===== src/hw/rtl/cc3p_pkg.sv =====
// Shared widths, latencies and status codes of the circumcircle pipeline.
package cc3p_pkg;

  localparam int COORD_BITS = 16;
  localparam int FRAC_BITS  = 8;
  localparam int OUT_W      = 32;

  // front end widths
  localparam int DIFF_W  = COORD_BITS + 1;
  localparam int PROD_W  = 2 * DIFF_W;
  localparam int SQP_W   = 2 * COORD_BITS;
  localparam int DET_W   = PROD_W + 1;
  localparam int SQ_W    = 2 * COORD_BITS + 1;
  localparam int PNUM_W  = DIFF_W + SQ_W + 1;
  localparam int NUM_W   = PNUM_W + 1;

  // divider
  localparam int DVD_W    = NUM_W + FRAC_BITS;
  localparam int DVS_W    = DET_W + 1;
  localparam int DIV_BITS = 4;
  localparam int DIV_STG  = (DVD_W + DIV_BITS - 1) / DIV_BITS;
  localparam int DVP_W    = DIV_STG * DIV_BITS;
  localparam int QR_W     = DVP_W + 1;
  localparam int DIV_LAT  = DIV_STG + 1;

  // offset clamp
  localparam int MAG_W = 63;
  localparam int QC_W  = (QR_W > 64) ? QR_W : 64;
  localparam logic [MAG_W-1:0] OFF_LIMIT = MAG_W'(1) << 62;
  localparam int CX_W  = 66;

  // square root
  localparam int RAD_W     = 64;
  localparam int RT_W      = 32;
  localparam int RM_W      = 34;
  localparam int SQRT_BITS = 4;
  localparam int SQRT_STG  = RT_W / SQRT_BITS;
  localparam int SQRT_LAT  = SQRT_STG + 1;

  localparam int VLD_N = 5 + DIV_LAT + 3 + SQRT_LAT;

  typedef enum logic [1:0] {
    ST_OK        = 2'd0,
    ST_COLLINEAR = 2'd1,
    ST_SAT       = 2'd2
  } status_t;

  typedef struct packed {
    logic signed [COORD_BITS-1:0] p3x;
    logic signed [COORD_BITS-1:0] p3y;
    logic                         negx;
    logic                         negy;
    logic                         zero;
  } div_side_t;

  typedef struct packed {
    logic [OUT_W-1:0] cx;
    logic [OUT_W-1:0] cy;
    logic             csat;
    logic             rsat;
    logic             zero;
  } sqrt_side_t;

endpackage


===== src/hw/rtl/cc3p_sqrt.sv =====
// Pipelined digit-by-digit integer square root with round-to-nearest.
module cc3p_sqrt import cc3p_pkg::*; (
  input  logic             clk,
  input  logic             en,
  input  logic [RAD_W-1:0] radicand,
  output logic [RT_W:0]    root
);

  logic [RM_W-1:0]  rem [SQRT_STG];
  logic [RAD_W-1:0] wrd [SQRT_STG];
  logic [RT_W-1:0]  rt  [SQRT_STG];

  for (genvar k = 0; k < SQRT_STG; k++) begin : g_stage
    logic [RM_W-1:0]  m_in;
    logic [RAD_W-1:0] w_in;
    logic [RT_W-1:0]  q_in;
    logic [RM_W-1:0]  m_nx;
    logic [RAD_W-1:0] w_nx;
    logic [RT_W-1:0]  q_nx;

    if (k == 0) begin : g_first
      assign m_in = '0;
      assign w_in = radicand;
      assign q_in = '0;
    end else begin : g_next
      assign m_in = rem[k-1];
      assign w_in = wrd[k-1];
      assign q_in = rt[k-1];
    end

    always_comb begin
      logic [RM_W+1:0]  t;
      logic [RM_W+1:0]  trial;
      logic [RM_W-1:0]  m;
      logic [RAD_W-1:0] w;
      logic [RT_W-1:0]  q;
      m = m_in;
      w = w_in;
      q = q_in;
      for (int j = 0; j < SQRT_BITS; j++) begin
        t     = {m, w[RAD_W-1 -: 2]};
        trial = (RM_W+2)'({q, 2'b01});
        w     = w << 2;
        if (t >= trial) begin
          t = t - trial;
          q = {q[RT_W-2:0], 1'b1};
        end else begin
          q = {q[RT_W-2:0], 1'b0};
        end
        m = t[RM_W-1:0];
      end
      m_nx = m;
      w_nx = w;
      q_nx = q;
    end

    always_ff @(posedge clk) begin
      if (en) begin
        rem[k] <= m_nx;
        wrd[k] <= w_nx;
        rt[k]  <= q_nx;
      end
    end
  end

  // remainder above the root means the true root is nearer the next integer
  always_ff @(posedge clk) begin
    if (en) begin
      root <= (RT_W+1)'(rt[SQRT_STG-1])
            + (RT_W+1)'(rem[SQRT_STG-1] > RM_W'(rt[SQRT_STG-1]));
    end
  end

endmodule


===== config.mk =====
export PLATFORM = sky130hd
export DESIGN_NAME = cc3p_sqrt
export DESIGN_NICKNAME = d
export VERILOG_FILES = /design/src/hw/rtl/cc3p_pkg.sv /design/src/hw/rtl/cc3p_sqrt.sv
export SDC_FILE = /design/constraint.sdc
export NUM_CORES = 2
export LEC_CHECK = 0
export BUFFER_PORTS_ARGS = -buffer_cell sky130_fd_sc_hd__buf_4
export CELL_PAD_IN_SITES_DETAIL_PLACEMENT = 0
export CELL_PAD_IN_SITES_GLOBAL_PLACEMENT = 2
export CORE_AREA = 2 2 316 552
export DETAILED_ROUTE_END_ITERATION = 8
export DIE_AREA = 0 0 318 554
export PLACE_DENSITY = 0.93
export SETUP_SLACK_MARGIN = 0.05
export SLEW_MARGIN = 20
export SYNTH_ARGS = -nofsm -noshare
export SYNTH_HDL_FRONTEND = slang
export SYNTH_SLANG_ARGS = --single-unit

===== constraint.sdc =====
create_clock -name clk -period 13 [get_ports clk]
set_input_delay 1.95 -clock clk [delete_from_list [all_inputs] [get_ports clk]]
set_output_delay 1.95 -clock clk [all_outputs]
set_load 0.05 [all_outputs]

Word level (Yosys, flattened, before mapping)
Memories as Yosys holds them, arrays and structs flattened.
Index checks and enable logic that the tools add are counted.
{"block": "totals", "reg_bits": 33, "latchBits": 0, "ramBits": 976, "mem_bits_ro": 0, "input_bits": 66, "out_inout_bits": 33, "wordCells": 136, "mem_count": 3}
{"block": "classes", "n_addsub": 33, "mul": 0, "div": 0, "order_cmp": 33, "eq_ne": 0, "n_shift": 0, "muxes": 66, "n_bitwise": 0, "n_reduce_logical": 0}
{"name": "wrd", "words": 8, "width": 56, "read_ports": 7, "rd_clocked_by_memory_dff": 0, "write_ports": 8, "line": "cc3p_sqrt.sv:10", "source": "logic [RAD_W-1:0] wrd [SQRT_STG];"}
{"name": "rem", "words": 8, "width": 34, "read_ports": 8, "rd_clocked_by_memory_dff": 0, "write_ports": 8, "line": "cc3p_sqrt.sv:9", "source": "logic [RM_W-1:0] rem [SQRT_STG];"}
{"name": "rt", "words": 8, "width": 32, "read_ports": 8, "rd_clocked_by_memory_dff": 0, "write_ports": 8, "line": "cc3p_sqrt.sv:11", "source": "logic [RT_W-1:0] rt [SQRT_STG];"}
{"operator": "two-way mux 34 bit", "count": 32}
{"operator": ">= comparator 36 x 34 -> 1 bit", "count": 28}
{"operator": "subtractor 34 bit", "count": 28}
{"operator": ">= comparator 36 x 3 -> 1 bit", "count": 1}
{"operator": ">= comparator 36 x 4 -> 1 bit", "count": 1}
{"operator": ">= comparator 36 x 5 -> 1 bit", "count": 1}
{"operator": "greater-than comparator 34 x 32 -> 1 bit", "count": 1}
{"operator": "two-way mux 1 bit", "count": 34}
{"operator": "subtractor 34 x 3 -> 34 bit", "count": 1}
{"operator": "subtractor 34 x 4 -> 34 bit", "count": 1}
{"operator": "subtractor 34 x 5 -> 34 bit", "count": 1}
{"operator": "adder 32 x 1 -> 33 bit", "count": 1}
{"operator": "subtractor 2 x 1 -> 3 bit, second input constant", "count": 1}
{"operator": ">= comparator 2 x 1 -> 1 bit, second input constant", "count": 1}

Logic depth before layout (Yosys ltp)
An unclocked memory read counts as a cell.
{"block": "logic_depth", "ltp_word": 9, "depth_mapped": 64, "depth_no_buf": 57}

Least setup slack after synthesis
Ideal clock, no wire load.
{"block": "synth_timing", "path_type": "register -> register", "from": "memory rem[5][23], in the netlist rem[1][57]", "to": "memory rem[6][25], in the netlist rem[1][93], data pin", "setup_ns": 0.259, "arrival_time_ns": 11.802, "required_time_ns": 12.741, "setup_slack_ns": 0.940, "stages_incl_launch_ff": 49, "n_path_buf": 7, "synth_period_minus_slack_ns": 12.060, "path_cell_list": "edfxtp_1 > ha_1 > clkbuf_1 > nand4bb_1 > or4_1 > o211a_1 > nand3_2 > clkbuf_1 > buf_1 > clkbuf_1 > a21oi_1 > ha_1 > clkbuf_1 > nand4_1 > nor4_1 > or3b_2 > nor4b_1 > nor2_1 > [13 not listed] > a21o_1 > nor4_4 > clkbuf_1 > mux2_2 > ha_1 > a21o_1 > a21o_1 > a21oi_1 > nor2b_1 > a21oi_1 > o21a_1 > a211o_1 > a21oi_1 > nor3_1 > o41a_1 > a311oi_1 > xor2_1 > o21ai_1"}
{"item": "start: declaration", "line": "cc3p_sqrt.sv:9"}

==> impl_results.md <==
- Port Buffer Count: about 100
- EDFF count, synth: between 600 and 700
- Crit path buf inv count: 9
- Crit. End Element: flip-flop
- Yosys top cell by area: edfxtp_1
- Max Cap Violations: 0
- First-pass GRT wire length: around 400000 um
- Hold Fails Final Rpt: 0
- Nets: around 9.2k
- Final worst setup slack: slightly above 0.6 ns
- Critical path's top delay family: compound AO/OA/AOI/OAI gates
- Distinct cells, synth: approximately 130
- Pin count of the biggest net entering global routing: roughly 170
- Gp weighted congestion: ~1.0
- GRT Total Usage: 0.304
- Area delta synth->final: 10.8%
- Reg clk slew, reported paths: ~0.070 ns
- Cell mode on critical path: nor2_1
- Ports: between 90 and 100
- Detailed Route WL: 277000 um
- Leading register cell type out of synthesis: edfxtp_1
- Slowest cell on the critical path: or4b_2
- Register area share after synthesis: 0.288
- Vias: about 65k
- Yosys warnings: 0
- Std cell rows: approximately 200
- HPWL after DPL: 228000 um
- Synth top area share: 0.288
- Asr flop ratio synth: 0
- Iteration-0 DRC Markers: about 4k
- Worst-Margin Slew: approximately 1.1 ns
- DRC violations left: 0
- #FFs+latches synth: approximately 670
- Drt wl/cell: ~26 um
- Grt ovf: 0
- Crit path max fanout: 34
- Final setup viols: 0
- Commonest non-fill, non-tap cells in the layout: nor2_1 (751), a21oi_1 (748), nand2_1 (737), edfxtp_1 (673), ha_1 (586)
- Vias per cell: roughly 6
- Final ANT Viol Nets: 0
- F_max: approximately 81 MHz
- CTS tree: built
- Die Y: roughly 550 um
- Crit path DAT: 12.83 ns
- Total core area: ~0.17 mm2
- Synth Instances: just over 8k
- RSZ-0062 raised after global routing: true
- Root buffer selected by CTS: clkbuf_16
- Htree depth: 3
- Critical path data required time: between 10 and 15 ns
- Status: finished clean
- Final Max Tran Viols: 0
- Initial Util: 0.409
- Clock Latency Late Sink: between 0.7 and 0.8 ns
- Crit path kind: flip-flop to flip-flop
- Most common cell after layout, fill and taps aside: nor2_1
- Slowest Stage Delay on Critical Path: roughly 0.7 ns
- Post-Syn Area: 0.0701 mm2
- Crit path launch type: flip-flop
- Vias in the first global route: between 60k and 70k
- Part of the cycle the worst path needs: 0.954
- Synth area leaders: edfxtp_1 (29%), ha_1 (11%), xnor2_1 (6.6%), a21oi_1 (5.5%), nor2_1 (4.0%)
- Clock Skew: approximately 0.049 ns
- Dpl ws: -0.654 ns
- Syn avg cell area: between 8 and 9 um2
- Clk sinks: approximately 670
- Initial antenna violation count: 4
- CTS Buffer Depth: 3
- Die Area: ~0.18 mm2
- Slew HR: 0.252
- Final min period: approximately 12 ns
- Layout cells sized above 1: 0.104
- Core Util, Final: 0.453
- CTS hold repair buffers: 0
- TritonCTS buffer count: 72
- Drt first pass iters: 8
- Die X: roughly 320 um
- HP Class: flip-flop to flip-flop
==> worst paths after layout <==
check | cells past startpoint | slack [ns] | end | from
hold reg to reg | 0 | 0.41 | wrd[3][44] | wrd[2][36]
setup / recovery | 50 | 0.60 | rem[1][108] | rt[1][69]
hold / removal | 0 | 0.41 | wrd[3][44] | wrd[2][36]
setup reg to reg | 50 | 0.60 | rem[1][108] | rt[1][69]
==> sequential cells by signal (all words and copies together) (netlist names) <==
name and cells:
rem 272, root 33, rt 144, wrd 224
==> metrics by stage <==
stage / setup TNS (ns) / cells / cell area [um2] / hold slack, ns
global route: 0 / 10802 / 77600 / 0.416
global placement: -18.09 / 10636 / 74600 / 0.400
finish: 0 / 10803 / 77600 / 0.409
CTS: 0 / 10772 / 77100 / 0.410
floorplan: 0 / 8300 / 70100 / 0.400
detailed placement: -14.73 / 10636 / 74600 / 0.405
==> cell families after synthesis <==
| group | synth area share |
|---|---|
| flops | 0.288 |
| other cells | 0.0000535 |
| compound gates | 0.227 |
| buf+inv | 0.0381 |
| xor+xnor | 0.101 |
| simple gates | 0.219 |
| fa+ha+maj | 0.106 |
| mux | 0.0194 |
==> routing by layer <==
layer | vias up | wire (um) | GRT usage
li1 | 31372 | - | -
met1 | 31064 | 85100 | 0.254
met2 | 1958 | 151000 | 0.605
met3 | 1041 | 8480 | 0.0313
met4 | 0 | 32200 | 0.300
met5 | - | 0 | 0
==> cell usage after synthesis (all sizes together) (185+ instances only) <==
cell    instances
a21o          299
inv           398
o21ai         509
nor2          756
nand3         226
nor3          227
a21oi         769
ha            596
edfxtp        673
clkbuf        185
xnor2         528
nand2         740
xor2          279
==> cell type report <==
type                       count  area [um2]
clock buffer                  83        1860
clock inverter                49         537
multi-input combinational   6963       47500
sequential                   673       20200
timing repair buffer         397        3110
fill                       17082       93600
inverter                     403        1580
tap                         2233        2790
antenna                        2        5.00
==> repair_timing <==
| item | in CTS | in global routing |
|---|---|---|
| pin swaps | 1 | 9 |
| gates resized for setup | 10 | 90 |
| buffers inserted | 3 | 29 |
| setup endpoints to repair | 45 | 153 |
| cloned | 1 | 0 |
Power is not shown: default switching activity piles up to over one toggle a cycle in this logic, so the estimate is an artifact.
